<file path="config.mk">
export PLATFORM = sky130hd
export DESIGN_NAME = redirect_operator_spacer_flat
export DESIGN_NICKNAME = d
export VERILOG_FILES = /design/src/hw/rtl/ros_pkg.sv /design/src/hw/rtl/ros_if.sv /design/src/hw/rtl/ros_step.sv /design/src/hw/rtl/redirect_operator_spacer.sv /design/src/flat_wrapper.sv
export SDC_FILE = /design/constraint.sdc
export NUM_CORES = 1
export LEC_CHECK = 0
export BUFFER_PORTS_ARGS = -buffer_cell sky130_fd_sc_hd__buf_2
export CORE_ASPECT_RATIO = 2
export CORE_UTILIZATION = 50
export DETAILED_ROUTE_END_ITERATION = 10
export MAX_ROUTING_LAYER = met4
export PLACE_DENSITY = 0.77
export SYNTH_ARGS = -nofsm -noshare
export SYNTH_HDL_FRONTEND = slang
export SYNTH_HIERARCHICAL = 1
export SYNTH_SLANG_ARGS = --single-unit
</file>
<file path="constraint.sdc">
create_clock -name clk -period 3.9 [get_ports clk]
set_input_delay 0 -clock clk [delete_from_list [all_inputs] [get_ports clk]]
set_output_delay 0 -clock clk [all_outputs]
set_load 0.02 [all_outputs]
</file>
<file path="src/hw/rtl/ros_pkg.sv">
// ----------------------------------------------------------------------------
// Redirect operator spacer package
// Character codes, state record and expansion record shared by the block.
// ----------------------------------------------------------------------------
package ros_pkg;

	localparam logic [7:0] CH_SQUOTE = 8'h27;
	localparam logic [7:0] CH_DQUOTE = 8'h22;
	localparam logic [7:0] CH_MARK   = 8'h02;
	localparam logic [7:0] CH_SPACE  = 8'h20;
	localparam logic [7:0] CH_LT     = 8'h3C;
	localparam logic [7:0] CH_GT     = 8'h3E;
	localparam logic [7:0] CH_ZERO   = 8'h30;
	localparam logic [7:0] CH_NINE   = 8'h39;

	// Most bytes one input byte can expand into.
	localparam int unsigned MAX_OUT = 3;

	typedef logic [1:0] cnt_t;

	typedef struct packed {
		logic in_single;
		logic in_double;
		logic prev_digit;
		logic emitted;
		logic last_space;
		logic after_op;
		logic op_gt;
		logic op_doubled;
	} ros_state_t;

	typedef struct packed {
		logic [MAX_OUT-1:0][7:0] bytes;
		cnt_t                    cnt;
	} ros_exp_t;

endpackage

</file>
<file path="src/hw/rtl/ros_if.sv">
// ----------------------------------------------------------------------------
// Redirect operator spacer channels
// Valid/ready channels for command bytes and rewritten bytes.
// ----------------------------------------------------------------------------
interface ros_cmd_if;
	logic       valid;
	logic       ready;
	logic [7:0] in_byte;
	logic       line_end;

	modport source (output valid, output in_byte, output line_end, input ready);
	modport sink   (input valid, input in_byte, input line_end, output ready);
endinterface

interface ros_txt_if;
	logic       valid;
	logic       ready;
	logic [7:0] out_byte;
	logic       out_last;

	modport source (output valid, output out_byte, output out_last, input ready);
	modport sink   (input valid, input out_byte, input out_last, output ready);
endinterface

</file>
<file path="src/hw/rtl/ros_step.sv">
// ----------------------------------------------------------------------------
// Redirect operator spacer step
// Expands one command byte into up to three output bytes and gives the
// tracking state that follows it.
// ----------------------------------------------------------------------------
module ros_step (
	input  ros_pkg::ros_state_t state,
	input  logic [7:0]          in_byte,
	input  logic                line_end,
	output ros_pkg::ros_state_t state_nxt,
	output ros_pkg::ros_exp_t   expo
);
	import ros_pkg::*;

	ros_state_t              st;
	logic [MAX_OUT-1:0][7:0] bytes;
	cnt_t                    n;
	logic                    handled;
	logic [7:0]              op;

	always_comb begin
		st      = state;
		bytes   = {MAX_OUT{CH_SPACE}};
		n       = '0;
		handled = 1'b0;
		op      = state.op_gt ? CH_GT : CH_LT;

		// A pending operator either joins one repeat or gets its trailing space.
		if (st.after_op) begin
			if (!st.op_doubled && in_byte == op) begin
				bytes[n]      = in_byte;
				n             = n + 2'd1;
				st.emitted    = 1'b1;
				st.last_space = 1'b0;
				st.op_doubled = 1'b1;
				st.prev_digit = 1'b0;
				handled       = 1'b1;
			end else begin
				if (in_byte != CH_SPACE) begin
					bytes[n]      = CH_SPACE;
					n             = n + 2'd1;
					st.emitted    = 1'b1;
					st.last_space = 1'b1;
				end
				st.after_op   = 1'b0;
				st.op_doubled = 1'b0;
			end
		end

		if (!handled) begin
			if (!st.in_double && in_byte == CH_SQUOTE) begin
				st.in_single = !st.in_single;
			end else if (!st.in_single && in_byte == CH_DQUOTE) begin
				st.in_double = !st.in_double;
			end

			if (!st.in_single && !st.in_double && (in_byte == CH_LT || in_byte == CH_GT)) begin
				if (st.emitted && !st.last_space) begin
					bytes[n]      = CH_SPACE;
					n             = n + 2'd1;
					st.last_space = 1'b1;
				end
				if (st.prev_digit) begin
					bytes[n] = CH_MARK;
					n        = n + 2'd1;
				end
				bytes[n]      = in_byte;
				n             = n + 2'd1;
				st.after_op   = 1'b1;
				st.op_gt      = (in_byte == CH_GT);
				st.op_doubled = 1'b0;
			end else begin
				bytes[n] = in_byte;
				n        = n + 2'd1;
			end
			st.emitted    = 1'b1;
			st.last_space = (in_byte == CH_SPACE) && !(st.after_op && st.op_doubled == 1'b0 &&
				(in_byte == CH_LT || in_byte == CH_GT));
			st.prev_digit = (in_byte >= CH_ZERO) && (in_byte <= CH_NINE);
		end

		if (line_end) begin
			st = '0;
		end
	end

	assign state_nxt  = st;
	assign expo.bytes = bytes;
	assign expo.cnt   = n;

endmodule

</file>
<file path="src/hw/rtl/redirect_operator_spacer.sv">
// ----------------------------------------------------------------------------
// Redirect operator spacer
// Rewrites a streamed command line so that redirection operators stand apart.
// ----------------------------------------------------------------------------
// The cmd channel takes one character per transaction, with line_end on the
// final character of a line. The txt channel gives the rewritten bytes, with
// out_last on the final byte of the line. Byte 2 marks an operator attached
// to a file descriptor digit.
// Each command byte expands into one to three output bytes, which are held
// in a three-byte output buffer and drained one per cycle while txt is ready.
// The first byte of an item appears on txt the cycle after its transaction.
// A byte that gives one result is taken every cycle while txt is ready; a
// byte that gives more holds cmd.ready low until only its last byte remains
// and txt takes it, as the buffer drains through the single txt port.
// When txt stalls, the buffer holds and cmd.ready stays low until only the
// last buffered byte remains and txt takes it in the same cycle.
// Reset clears the quote and operator tracking and empties the buffer; the
// last byte of a line returns the tracking to the same state.
// ----------------------------------------------------------------------------
module redirect_operator_spacer (
	input  logic          clk,
	input  logic          arst_n,
	ros_cmd_if.sink       cmd,
	ros_txt_if.source     txt
);
	import ros_pkg::*;

	ros_state_t              state_q;
	ros_state_t              state_nxt;
	ros_exp_t                expo;
	logic [MAX_OUT-1:0][7:0] buf_q;
	cnt_t                    rem_q;
	logic                    last_q;
	logic                    take;
	logic                    pop;

	ros_step u_step (
		.state     (state_q),
		.in_byte   (cmd.in_byte),
		.line_end  (cmd.line_end),
		.state_nxt (state_nxt),
		.expo      (expo)
	);

	// Accept when the buffer is empty or its last byte leaves this cycle.
	assign cmd.ready = (rem_q == 2'd0) || (rem_q == 2'd1 && txt.ready);
	assign take      = cmd.valid && cmd.ready;
	assign pop       = txt.valid && txt.ready;

	always_ff @(posedge clk or negedge arst_n) begin
		if (!arst_n) begin
			state_q <= '0;
			rem_q   <= '0;
		end else if (take) begin
			state_q <= state_nxt;
			rem_q   <= expo.cnt;
		end else if (pop) begin
			rem_q <= rem_q - 2'd1;
		end
	end

	always_ff @(posedge clk) begin
		if (take) begin
			buf_q  <= expo.bytes;
			last_q <= cmd.line_end;
		end else if (pop) begin
			buf_q <= {CH_SPACE, buf_q[MAX_OUT-1:1]};
		end
	end

	assign txt.valid    = (rem_q != 2'd0);
	assign txt.out_byte = buf_q[0];
	assign txt.out_last = last_q && (rem_q == 2'd1);

endmodule

</file>
<file path="src/flat_wrapper.sv">
// flat-port wrapper written by rule: the top's interface ports become plain ports
module redirect_operator_spacer_flat import ros_pkg::*;
  (clk, arst_n, cmd_valid, cmd_in_byte, cmd_line_end, cmd_ready, txt_valid, txt_out_byte, txt_out_last, txt_ready);
  ros_cmd_if cmd_i ();
  ros_txt_if txt_i ();
  input  logic clk;
  input  logic arst_n;
  input wire logic [$bits(cmd_i.valid)-1:0] cmd_valid;
  input wire logic [$bits(cmd_i.in_byte)-1:0] cmd_in_byte;
  input wire logic [$bits(cmd_i.line_end)-1:0] cmd_line_end;
  output wire logic [$bits(cmd_i.ready)-1:0] cmd_ready;
  output wire logic [$bits(txt_i.valid)-1:0] txt_valid;
  output wire logic [$bits(txt_i.out_byte)-1:0] txt_out_byte;
  output wire logic [$bits(txt_i.out_last)-1:0] txt_out_last;
  input wire logic [$bits(txt_i.ready)-1:0] txt_ready;
  assign cmd_i.valid = cmd_valid;
  assign cmd_i.in_byte = cmd_in_byte;
  assign cmd_i.line_end = cmd_line_end;
  assign cmd_ready = cmd_i.ready;
  assign txt_valid = txt_i.valid;
  assign txt_out_byte = txt_i.out_byte;
  assign txt_out_last = txt_i.out_last;
  assign txt_i.ready = txt_ready;
  redirect_operator_spacer u_core (.clk(clk), .arst_n(arst_n), .cmd(cmd_i), .txt(txt_i));
endmodule
</file>
### Word level (Yosys, flattened, before mapping)

Cells that the tools add are included.

* register bits after elaboration: 35
* input bits: 13
* output and inout port bits: 11

* add/sub/neg operators: 4
* order comparisons: 8
* equality and inequality tests: 9
* multiplexer cells: 50
* bitwise gates (word level): 7
* reductions and logical operators: 32

Operator list (number)
* $mux 24: 10
* $mux 8: 7
* $bwmux 24: 2
* $demux 8 s2: 3
* $not 21->21: 2
* $eq 8x6->1 const B: 5
* $mux 2: 15
* $and 21x21->21: 1
* $and 7x21->21: 1
* $logic_and 1x1->1: 17
* $mux 1: 10
* $lt 2x3->1 const B: 3
* $eq 8x8->1: 1
* $ge 8x6->1 const B: 1
* $le 8x6->1 const B: 1
* $ne 8x6->1 const B: 1
* $logic_not 1->1: 7
* $add 2x1->2 const B: 3
* $ge 2x1->1 const B: 3
* $mux 3: 2
* $or 3x3->3: 2
* $reduce_bool 2->1: 3
* $mux 4: 1
* $reduce_and 3->1: 1
* other kinds (7): 8

### Depth between registers and ports, before layout

Gate-level depths: netlist of run 1.

* depth in word-level cells: 24
* gate-level depth with buffers: 14
* gate-level depth less buffers: 11

### Modules after synthesis

Netlist of run 1, hierarchy kept.

By module, submodules not included
* redirect_operator_spacer: instances 1, cells each 95, area each 1615.3 um^2, seq. area each 1001.0 um^2
* ros_step: instances 1, cells each 132, area each 932.1 um^2, seq. area each 0.0 um^2

### Least setup slack after synthesis of run 1

OpenSTA, ideal clock, no wires.

* path type: register to register
* from: register u_core/state_q[1] (netlist bit)
* to: register u_core/buf_q[10] (netlist bit) (data pin)
* library setup time: 0.260 ns
* arrival time: 2.878 ns
* setup slack: 0.762 ns
* cell stages (with the launch flop): 12
* period minus slack after synthesis: 3.138 ns
* cells stage by stage: dfrtp_1 -> xnor2_1 -> nand4_1 -> clkbuf_1 -> o21ai_0 -> ha_1 -> clkbuf_1 -> inv_1 -> a2111oi_2 -> a222oi_1 -> and3_1 -> mux2_2

RTL lines
* start: declaration: line redirect_operator_spacer.sv:28 `ros_state_t state_q;`
* start signal: assignment: line redirect_operator_spacer.sv:55 `state_q <= state_nxt;`
* end signal: assignment: line redirect_operator_spacer.sv:64 `buf_q <= expo.bytes;`
* end signal: assignment: line redirect_operator_spacer.sv:67 `buf_q <= {CH_SPACE, buf_q[MAX_OUT-1:1]};`
* end: declaration: line redirect_operator_spacer.sv:31 `logic [MAX_OUT-1:0][7:0] buf_q;`

==> flow_metrics.py, run 1 <==
metrics = {
    "run_status": {
        "outcome": "complete, no violations",
    },
    "grt": {
        "antenna_found_initial": 0,
        "grt_pass1_wl_mm": 9.666,
        "grt_pass1_vias": 1867,
        "track_usage_pct": 26.12,
        "grt_max_degree": 29,
        "overflow": 0,
    },
    "clock_network": {
        "clockBufferDepth": 2,
        "htreeDepth": 2,
        "clock_latency_ns": 0.30,
        "cts_resized": 0,
        "cts_tree": "done",
        "clock-root-buffer": "clkbuf_8",
        "hold_buffers": 1,
        "cts_made_buffers": 5,
        "path_clk_slew_ns": 0.08,
        "post_cts_buffers": 0,
        "clkSinkCount": 35,
    },
    "power": {
        "power_density_nw_per_um2": 526.3,
        "p_int_mw": 0.9296,
        "total_power_mw": 1.444,
        "power_leakage_nw": 1.119,
        "netSwitchingPower_mw": 0.5144,
        "p_seq_share_pct": 38.2,
        "switching_share_pct": 35.62,
        "pwr-share-clk_pct": 23.0,
        "p_comb_share_pct": 38.8,
        "ir_worst_vdd_v": 0.0002674,
    },
    "drt": {
        "vias": 1878,
        "routedWlPerCell_um": 20.31,
        "drt_first_pass_iters": 4,
        "drc": 0,
        "wl_mm": 6.112,
        "viasPerCell": 6.239,
        "ant_nets": 0,
        "dr.first_iter.drc_count": 104,
    },
    "placed_design": {
        "port_buffers": 23,
        "dp_cells": 292,
        "gp_congestion": 0.9435,
        "dp_hpwl_mm": 4.505,
        "post-place-ws_ns": 0.5058,
    },
    "floorplan": {
        "core_um2": 4865,
        "num_rows": 36,
        "die_h_um": 102.9,
        "io-pin-count": 24,
        "start_util_pct": 52.37,
        "die_w_um": 52.47,
        "die_area_um2": 5402,
    },
    "logic_synthesis": {
        "ys.flop_type": "edfxtp_1",
        "synthCells": 227,
        "postSynthAreaPerCell_um2": 11.22,
        "synth_edf_count": 25,
        "yosys.area_share.simple_pct": 18.47,
        "synth-compound-area-share_pct": 13.70,
        "synth_seq_area_share_pct": 39.29,
        "yosysWarnings": 6,
        "synth_xor_area_share_pct": 2.456,
        "ys_seq_elements": 35,
        "synth_top_family_by_area": "simple AND/OR/NAND/NOR gates",
        "synth-adder-area-share_pct": 2.947,
        "async_flop_share_pct": 28.57,
        "ys_types": 66,
        "yosys-mux-area-fraction_pct": 15.18,
        "synth_area_um2": 2547,
    },
    "critical_path": {
        "path_max_fanout": 10,
        "critPathLaunchType": "flop",
        "cp-end-kind": "flop",
        "timing.rr.end": "u_core/buf_q[10]",
        "ff2ff_path_depth": 9,
        "arrival_ns": 3.54,
        "reg2reg_setup_slack_ns": 0.53,
        "crit_required_ns": 4.07,
        "rr_startpoint": "u_core/state_q[1]",
        "cp-startpoint": "u_core/state_q[1]",
        "critPathKind": "reg -> reg",
    },
    "run": {
        "cap_violations": 0,
    },
    "sta": {
        "finalCriticalPeriod_ns": 3.367,
        "hold_ws_ns": 0.02873,
        "setup_violations": 0,
        "rsz0062_at_grt": "false",
        "period_share_pct": 86.34,
        "maxSlewViolCount": 0,
        "layout_setup_ws_ns": 0.5329,
        "worst_pin_slew_ns": 0.9607,
        "setup_tns_ns": 0,
        "timing.fmax_mhz": 297.0,
        "fin_worst_skew_ns": 0.006891,
        "relSlewSlack_pct": 35.96,
        "finalHoldViolCount": 0,
    },
    "final_layout": {
        "drive_gt1_share_pct": 30.74,
        "diodes": 0,
        "finalNetCount": 262,
        "nFillCells": 422,
        "area_growth_pct": 7.711,
        "instances_no_fill": 301,
    },
    "hold_path": {
        "hold_path_end": "u_core/last_q",
        "hold_class": "in -> reg",
        "min_from": "cmd_line_end",
        "holdPathStages": 1,
    },
}
cells by family after synthesis:
| logic type | count (synthesis) |
|---|---|
| AND/OR/NAND/NOR | 79 |
| AO/OA/AOI/OAI | 39 |
| flip-flops | 35 |
| buffers and inverters | 33 |
| multiplexers | 29 |
| adder cells (fa/ha/maj) | 6 |
| XOR/XNOR | 5 |
| other | 1 |
sequential cells by signal, summed over array words and instances (netlist names):
name                 count
u_core/state_q           8
u_core/txt.out_byte      8
u_core/last_q            1
u_core/rem_q             2
u_core/buf_q            16
cell usage in the layout (no fill, tap or decap), drive strengths merged, types with 3 or more instances in the layout:
cell / netlist / layout
nor2: 16 / 16
and2: 4 / 4
nor3: 5 / 5
xor2: 3 / 3
clkbuf: 4 / 5
mux2: 26 / 26
nand2: 9 / 9
ha: 6 / 6
inv: 13 / 13
o21ai: 5 / 5
a311oi: 3 / 3
dfrtp: 10 / 10
edfxtp: 25 / 25
nand4: 6 / 6
a21oi: 8 / 8
and3: 10 / 10
nor2b: 5 / 5
conb: 1 / 3
mux2i: 3 / 3
nand2b: 6 / 6
nand3: 5 / 5
buf: 16 / 26
a21boi: 4 / 4
how the worst max path moves through the flow:
stage                        to  slack [ns]  depth (start not counted)
3_5_place_dp   u_core/buf_q[10]        0.51                         10
4_1_cts        u_core/buf_q[11]        0.54                          9
5_1_grt        u_core/buf_q[11]        0.32                          9
3_3_place_gp   u_core/buf_q[12]        0.67                         10
6_report       u_core/buf_q[10]        0.53                          9
2_1_floorplan  u_core/buf_q[10]        0.76                         11
metal layers:
| layer | up-vias | wire length [um] | global-route usage (%) |
|---|---|---|---|
| met5 | - | 0 | - |
| met4 | 0 | 463 | 19.64 |
| met3 | 36 | 233 | 3.687 |
| met2 | 78 | 3170 | 44.01 |
| met1 | 897 | 2243 | 26.16 |
| li1 | 867 | - | - |
power by group through the flow:
stage	Sequential [mW]	Clock, mW	Combinational [mW]
6_report	0.551	0.332	0.561
5_1_grt	0.561	0.352	0.602
4_1_cts	0.552	0.335	0.558
3_5_place_dp	0.560	0	0.554
3_3_place_gp	0.556	0	0.545
2_1_floorplan	0.547	0	0.476
final cells by class:
class	instances	area, um^2	area share, %
Clock inverter	3	43.79	1.596
Multi-Input combinational cell	161	1355	49.38
Inverter	13	56.30	2.052
Clock buffer	5	68.82	2.508
Sequential cell	35	1001	36.48
Tap cell	57	71.32	2.599
Timing Repair Buffer	27	147.6	5.381
metrics by stage:
stage / instance area [um^2] / util (%)
6_report: 2744 / 56.40
5_1_grt: 2744 / 56.40
4_1_cts: 2744 / 56.40
3_5_place_dp: 2621 / 53.88
3_3_place_gp: 2621 / 53.88
2_1_floorplan: 2555 / -
synth_stat cells, drive strengths merged, types with 2 or more instances:
| cell | instances | area [um^2] |
|---|---|---|
| mux2 | 26 | 356.6 |
| edfxtp | 25 | 750.7 |
| buf | 16 | 127.6 |
| nor2 | 16 | 60.06 |
| inv | 13 | 56.31 |
| and3 | 10 | 62.56 |
| dfrtp | 10 | 250.2 |
| nand2 | 9 | 50.05 |
| a21oi | 8 | 43.79 |
| ha | 6 | 75.07 |
| nand2b | 6 | 37.54 |
| nand4 | 6 | 37.54 |
| nand3 | 5 | 25.02 |
| nor2b | 5 | 31.28 |
| nor3 | 5 | 30.03 |
| o21ai | 5 | 25.02 |
| a21boi | 4 | 30.03 |
| and2 | 4 | 25.02 |
| clkbuf | 4 | 15.01 |
| a311oi | 3 | 32.53 |
| mux2i | 3 | 30.03 |
| xor2 | 3 | 45.05 |
| a2111oi | 2 | 30.03 |
| a41oi | 2 | 25.03 |
| and4b | 2 | 20.02 |
| nor3b | 2 | 20.02 |
| o41ai | 2 | 36.29 |
| xnor2 | 2 | 17.52 |
critical path, cell delays in order, from the launching register on:
cell and delay, ns:
dfrtp_1 0.48, xnor2_1 0.42, nand4_1 0.20, o21ai_0 0.19, ha_1 0.41, inv_1 0.17
a2111oi_2 0.10, a222oi_1 0.85, and3_1 0.26, mux2_2 0.16
Note: power is estimated with default switching activity, not from simulation.
==> inputs of run 2 (changes only) <==
--- a/config.mk
+++ b/config.mk
@@ -7,6 +7,7 @@
 export LEC_CHECK = 0
 export BUFFER_PORTS_ARGS = -buffer_cell sky130_fd_sc_hd__buf_2
 export CORE_ASPECT_RATIO = 2
+export CORE_MARGIN = 2
 export CORE_UTILIZATION = 50
 export DETAILED_ROUTE_END_ITERATION = 10
 export MAX_ROUTING_LAYER = met4
==> flow_metrics.py, run 2 (synthesized netlist as in run 1, its figures left out) <==
metrics = {
    "final_layout": {
        "fin_area_um2": 2744,
        "largest_reg_flops": 16,
        "mostFrequentLayoutCells": "edfxtp_1, buf_2, mux2_4",
        "drive_gt1_share_pct": 30.74,
        "diodes": 0,
        "finish.utilization_pct": 55.89,
        "area_growth_pct": 7.711,
        "finalNetCount": 262,
        "mostFrequentLayoutCell": "edfxtp_1",
        "regMostFlops": "u_core/buf_q",
    },
    "clock_network": {
        "post_cts_buffers": 0,
        "clock-root-buffer": "clkbuf_8",
        "path_clk_slew_ns": 0.08,
        "cts_tree": "done",
        "htreeDepth": 2,
        "clock_latency_ns": 0.29,
        "cts_made_buffers": 5,
        "clockBufferDepth": 2,
        "clkSinkCount": 35,
    },
    "placed_design": {
        "port_buffers": 23,
        "post-place-ws_ns": 0.7048,
        "dp_hpwl_mm": 4.427,
        "dpl_cell_area_um2": 2621,
        "gp_congestion": 0.9400,
    },
    "sta": {
        "maxSlewViolCount": 0,
        "layout_setup_ws_ns": 0.6728,
        "setup_tns_ns": 0,
        "finalHoldViolCount": 0,
        "worst_pin_slew_ns": 0.7424,
        "fin_worst_skew_ns": 0.01017,
        "relSlewSlack_pct": 50.50,
        "rsz0062_at_grt": "false",
        "period_share_pct": 82.75,
        "timing.fmax_mhz": 309.9,
        "setup_violations": 0,
        "finalCriticalPeriod_ns": 3.227,
    },
    "drt": {
        "drc": 0,
        "viasPerCell": 6.083,
        "wl_mm": 5.774,
        "dr.first_iter.drc_count": 80,
        "vias": 1831,
        "ant_nets": 0,
        "drt_first_pass_iters": 4,
        "routedWlPerCell_um": 19.18,
    },
    "floorplan": {
        "die_area_um2": 5716,
        "die_h_um": 104.9,
        "die_w_um": 54.47,
        "start_util_pct": 51.89,
        "num_rows": 36,
        "core_um2": 4910,
        "io-pin-count": 24,
    },
    "power": {
        "ir_worst_vdd_v": 0.0003422,
        "pwr-share-clk_pct": 22.8,
        "power_density_nw_per_um2": 520.0,
        "p_int_mw": 0.9296,
        "total_power_mw": 1.427,
        "p_comb_share_pct": 38.7,
        "netSwitchingPower_mw": 0.4972,
        "switching_share_pct": 34.85,
        "power_leakage_nw": 1.119,
        "p_seq_share_pct": 38.5,
    },
    "grt": {
        "grt_pass1_wl_mm": 9.446,
        "track_usage_pct": 23.74,
        "grt_max_degree": 29,
        "overflow": 0,
        "grt_pass1_vias": 1792,
        "antenna_found_initial": 0,
    },
    "hold_path": {
        "hold_class": "in -> reg",
    },
    "critical_path": {
        "path_max_fanout": 12,
        "critPathLaunchType": "flop",
        "arrival_ns": 3.38,
        "cp-end-kind": "flop",
        "crit_required_ns": 4.05,
        "critPathKind": "reg -> reg",
    },
    "run_status": {
        "outcome": "complete, no violations",
    },
    "run": {
        "cap_violations": 0,
    },
}
run 2: cell counts in the layout (fill, tap and decap cells not counted):
Identical to the previous run, type by type.
run 2: final cells by class:
type                    instances  area (um^2)
fillers                       431         2166
inverters                      13        56.30
flip-flops and latches         35         1001
multi-input cells             161         1355
well taps                      57        71.32
repair buffers                 27        147.6
clock buffers                   5        68.82
clock inverters                 3        43.79
run 2: worst max-delay path: stages (launching register included):
cell and delay [ns]:
dfrtp_1 0.47, xnor2_1 0.39, nand4_1 0.14, buf_4 0.20, o21ai_0 0.15, ha_1 0.41
inv_1 0.17, a2111oi_2 0.09, a222oi_1 0.68, and3_1 0.24, mux2_2 0.15
run 2: path summary, 6_finish.rpt:
kind                                      to  depth (start not counted)  slack (ns)         startpoint
max                         u_core/buf_q[12]                         10        0.67  u_core/state_q[1]
min                            u_core/last_q                          1        0.05       cmd_line_end
max reg2reg                 u_core/buf_q[12]                         10        0.67  u_core/state_q[1]
min reg2reg                u_core/state_q[3]                          1        0.51  u_core/state_q[3]
max in group asynchronous  u_core/state_q[1]                          2        3.61             arst_n
min in group asynchronous  u_core/state_q[0]                          2        0.09             arst_n
run 2: layer usage:
metal	up-vias	GRT usage, %	share of wire [%]
met5	-	-	0
met4	0	12.14	4.8
met3	25	4.143	3.5
met2	54	39.24	55
met1	889	25.79	36
li1	863	-	-
run 2: repair_timing:
| action | in CTS | in global routing |
|---|---|---|
| hold buffers | 1 | 0 |
| resized for setup | 0 | 0 |
| endpoints found under the hold margin | 10 | 0 |
run 2: power groups by stage:
stage,sequential [mW],clock [mW],combinational (mW)
2_1_floorplan,0.547,0,0.476
3_3_place_gp,0.558,0,0.546
3_5_place_dp,0.560,0,0.550
4_1_cts,0.552,0.335,0.552
5_1_grt,0.564,0.352,0.604
6_report,0.550,0.325,0.552
run 2: through the flow:
stage | std cells | hold slack, ns
3_5_place_dp | 292 | -0.1255
2_1_floorplan | 229 | -0.2956
3_3_place_gp | 292 | -0.1293
6_report | 301 | 0.04706
5_1_grt | 301 | 0.05363
4_1_cts | 301 | 0.03729
==> inputs of run 3 (changes only) <==
==> constraint.sdc (replaced) <==
create_clock -name clk -period 3.2 [get_ports clk]
set_input_delay 0 -clock clk [delete_from_list [all_inputs] [get_ports clk]]
set_output_delay 0 -clock clk [all_outputs]
set_load 0.02 [all_outputs]
==> flow_metrics.py, run 3 (synthesized netlist as in run 1, its figures left out) <==
metrics = {
    "grt": {
        "grt_pass1_wl_mm": 10.23,
        "grt_max_degree": 29,
        "overflow": 0,
        "antenna_found_initial": 0,
        "track_usage_pct": 25.87,
        "grt_pass1_vias": 2061,
    },
    "run": {
        "cap_violations": 0,
    },
    "sta": {
        "period_share_pct": 91.95,
        "fin_worst_skew_ns": 0.006553,
        "setup_tns_ns": 0,
        "finalHoldViolCount": 0,
        "hold_ws_ns": 0.04442,
        "finalCriticalPeriod_ns": 2.943,
        "maxSlewViolCount": 0,
        "relSlewSlack_pct": 57.05,
        "setup_violations": 0,
        "worst_pin_slew_ns": 0.6420,
        "rsz0062_at_grt": "false",
        "timing.fmax_mhz": 339.8,
    },
    "drt": {
        "routedWlPerCell_um": 19.96,
        "viasPerCell": 6.175,
        "wl_mm": 6.268,
        "vias": 1939,
        "drc": 0,
        "drt_first_pass_iters": 5,
        "dr.first_iter.drc_count": 52,
        "ant_nets": 0,
    },
    "clock_network": {
        "clock-root-buffer": "clkbuf_8",
        "clkSinkCount": 35,
        "htreeDepth": 2,
        "clock_latency_ns": 0.29,
        "cts_made_buffers": 5,
        "cts_tree": "done",
        "clockBufferDepth": 2,
        "path_clk_slew_ns": 0.07,
        "cts_resized": 0,
    },
    "final_layout": {
        "multi_input_area_um2": 1355,
        "finish.utilization_pct": 57.77,
        "instances_no_fill": 314,
        "nFillCells": 439,
        "area_growth_pct": 11.35,
        "mostFrequentLayoutCell": "edfxtp_1",
        "diodes": 0,
        "largest_reg_flops": 16,
        "seqCellArea_um2": 1001,
        "mostFrequentLayoutCells": "edfxtp_1, buf_2, mux2_4",
        "finalNetCount": 275,
        "regMostFlops": "u_core/buf_q",
        "drive_gt1_share_pct": 33.85,
    },
    "placed_design": {
        "dp_hpwl_mm": 4.827,
        "port_buffers": 23,
        "gp_congestion": 1.055,
        "dp_cells": 304,
    },
    "critical_path": {
        "crit_slowest_cell": "dfrtp_1",
        "crit_required_ns": 3.24,
        "cp_slowest_stage_delay_ns": 0.51,
        "critPathLaunchType": "flop",
        "arrival_ns": 2.99,
        "critPathKind": "reg -> reg",
        "cp_cell_sequence": "o21a_1, o21ai_0, ha_1, inv_1, a2111oi_2, a222oi_1, buf_4, and3_1, mux2_2",
        "path_max_fanout": 8,
        "cp-end-kind": "flop",
    },
    "floorplan": {
        "start_util_pct": 51.89,
        "num_rows": 36,
        "die_h_um": 104.9,
        "die_area_um2": 5716,
        "core_um2": 4910,
        "die_w_um": 54.47,
        "io-pin-count": 24,
    },
    "power": {
        "power_leakage_nw": 1.181,
        "power_density_nw_per_um2": 624.4,
        "ir_worst_vdd_v": 0.0003906,
    },
    "run_status": {
        "outcome": "complete, no violations",
    },
    "hold_path": {
        "hold_class": "in -> reg",
    },
}
-- run 3: cell types whose count changed in the layout (fill, tap and decap cells not counted) --
cell,before,now
buf_4,3,16
clkinv_1,0,1
clkinv_4,1,0
-- run 3: final cells by class --
type,instances,area share (%)
clock buffer,5,2.426
clock inverter,3,1.367
inverter,13,1.985
multi-input combinational,161,47.77
sequential,35,35.29
tap,57,2.514
timing repair buffer,40,8.646
-- run 3: worst max-delay path, delay by kind of cell, from the launching register on --
family / cells / cell delay, ns
AO/OA/AOI/OAI: 4 / 0.97
flip-flops: 1 / 0.51
AND/OR/NAND/NOR: 1 / 0.18
multiplexers: 1 / 0.27
adder cells (fa/ha/maj): 1 / 0.44
buffers and inverters: 2 / 0.31
-- run 3: worst paths after layout --
check                      slack, ns         startpoint  depth (start not counted)                end
setup / recovery                0.26  u_core/state_q[2]                          9   u_core/buf_q[10]
hold / removal                  0.04       cmd_line_end                          1      u_core/last_q
setup reg to reg                0.26  u_core/state_q[2]                          9   u_core/buf_q[10]
hold reg to reg                 0.52    u_core/rem_q[1]                          1    u_core/rem_q[1]
max in group asynchronous       2.90             arst_n                          2  u_core/state_q[6]
min in group asynchronous       0.10             arst_n                          2  u_core/state_q[5]
-- run 3: what timing repair did --
action / in CTS / in global routing
endpoints found under the hold margin: 10 / 0
setup buffers: 0 / 1
setup endpoints to repair: 0 / 2
hold buffers: 1 / 0
-- run 3: report_power, final --
part | leakage [nW] | internal [mW] | switching (mW)
clock network | 0.0556 | 0.228 | 0.166
logic | 0.751 | 0.293 | 0.416
registers | 0.375 | 0.630 | 0.0381
total | 1.18 | 1.15 | 0.620
-- run 3: stage by stage --
stage                     power (mW)  instance area, um^2  worst slack, ns
final                          1.771                 2836           0.2575
after global routing           1.872                 2836          0.08831
after CTS                      1.780                 2829           0.2518
after detailed placement       1.384                 2711          0.08863
after global placement         1.368                 2711           0.2345
after floorplan                1.247                 2555          0.06194
-- run 3: per-layer routing --
layer	track usage [%]	routed length, um	up-vias	part of all wire (%)
met3	3.429	220	37	3.5
met5	-	0	-	0
met4	15.00	457	0	7.3
met2	43.80	3426	72	55
li1	-	-	894	-
met1	26.76	2163	936	35
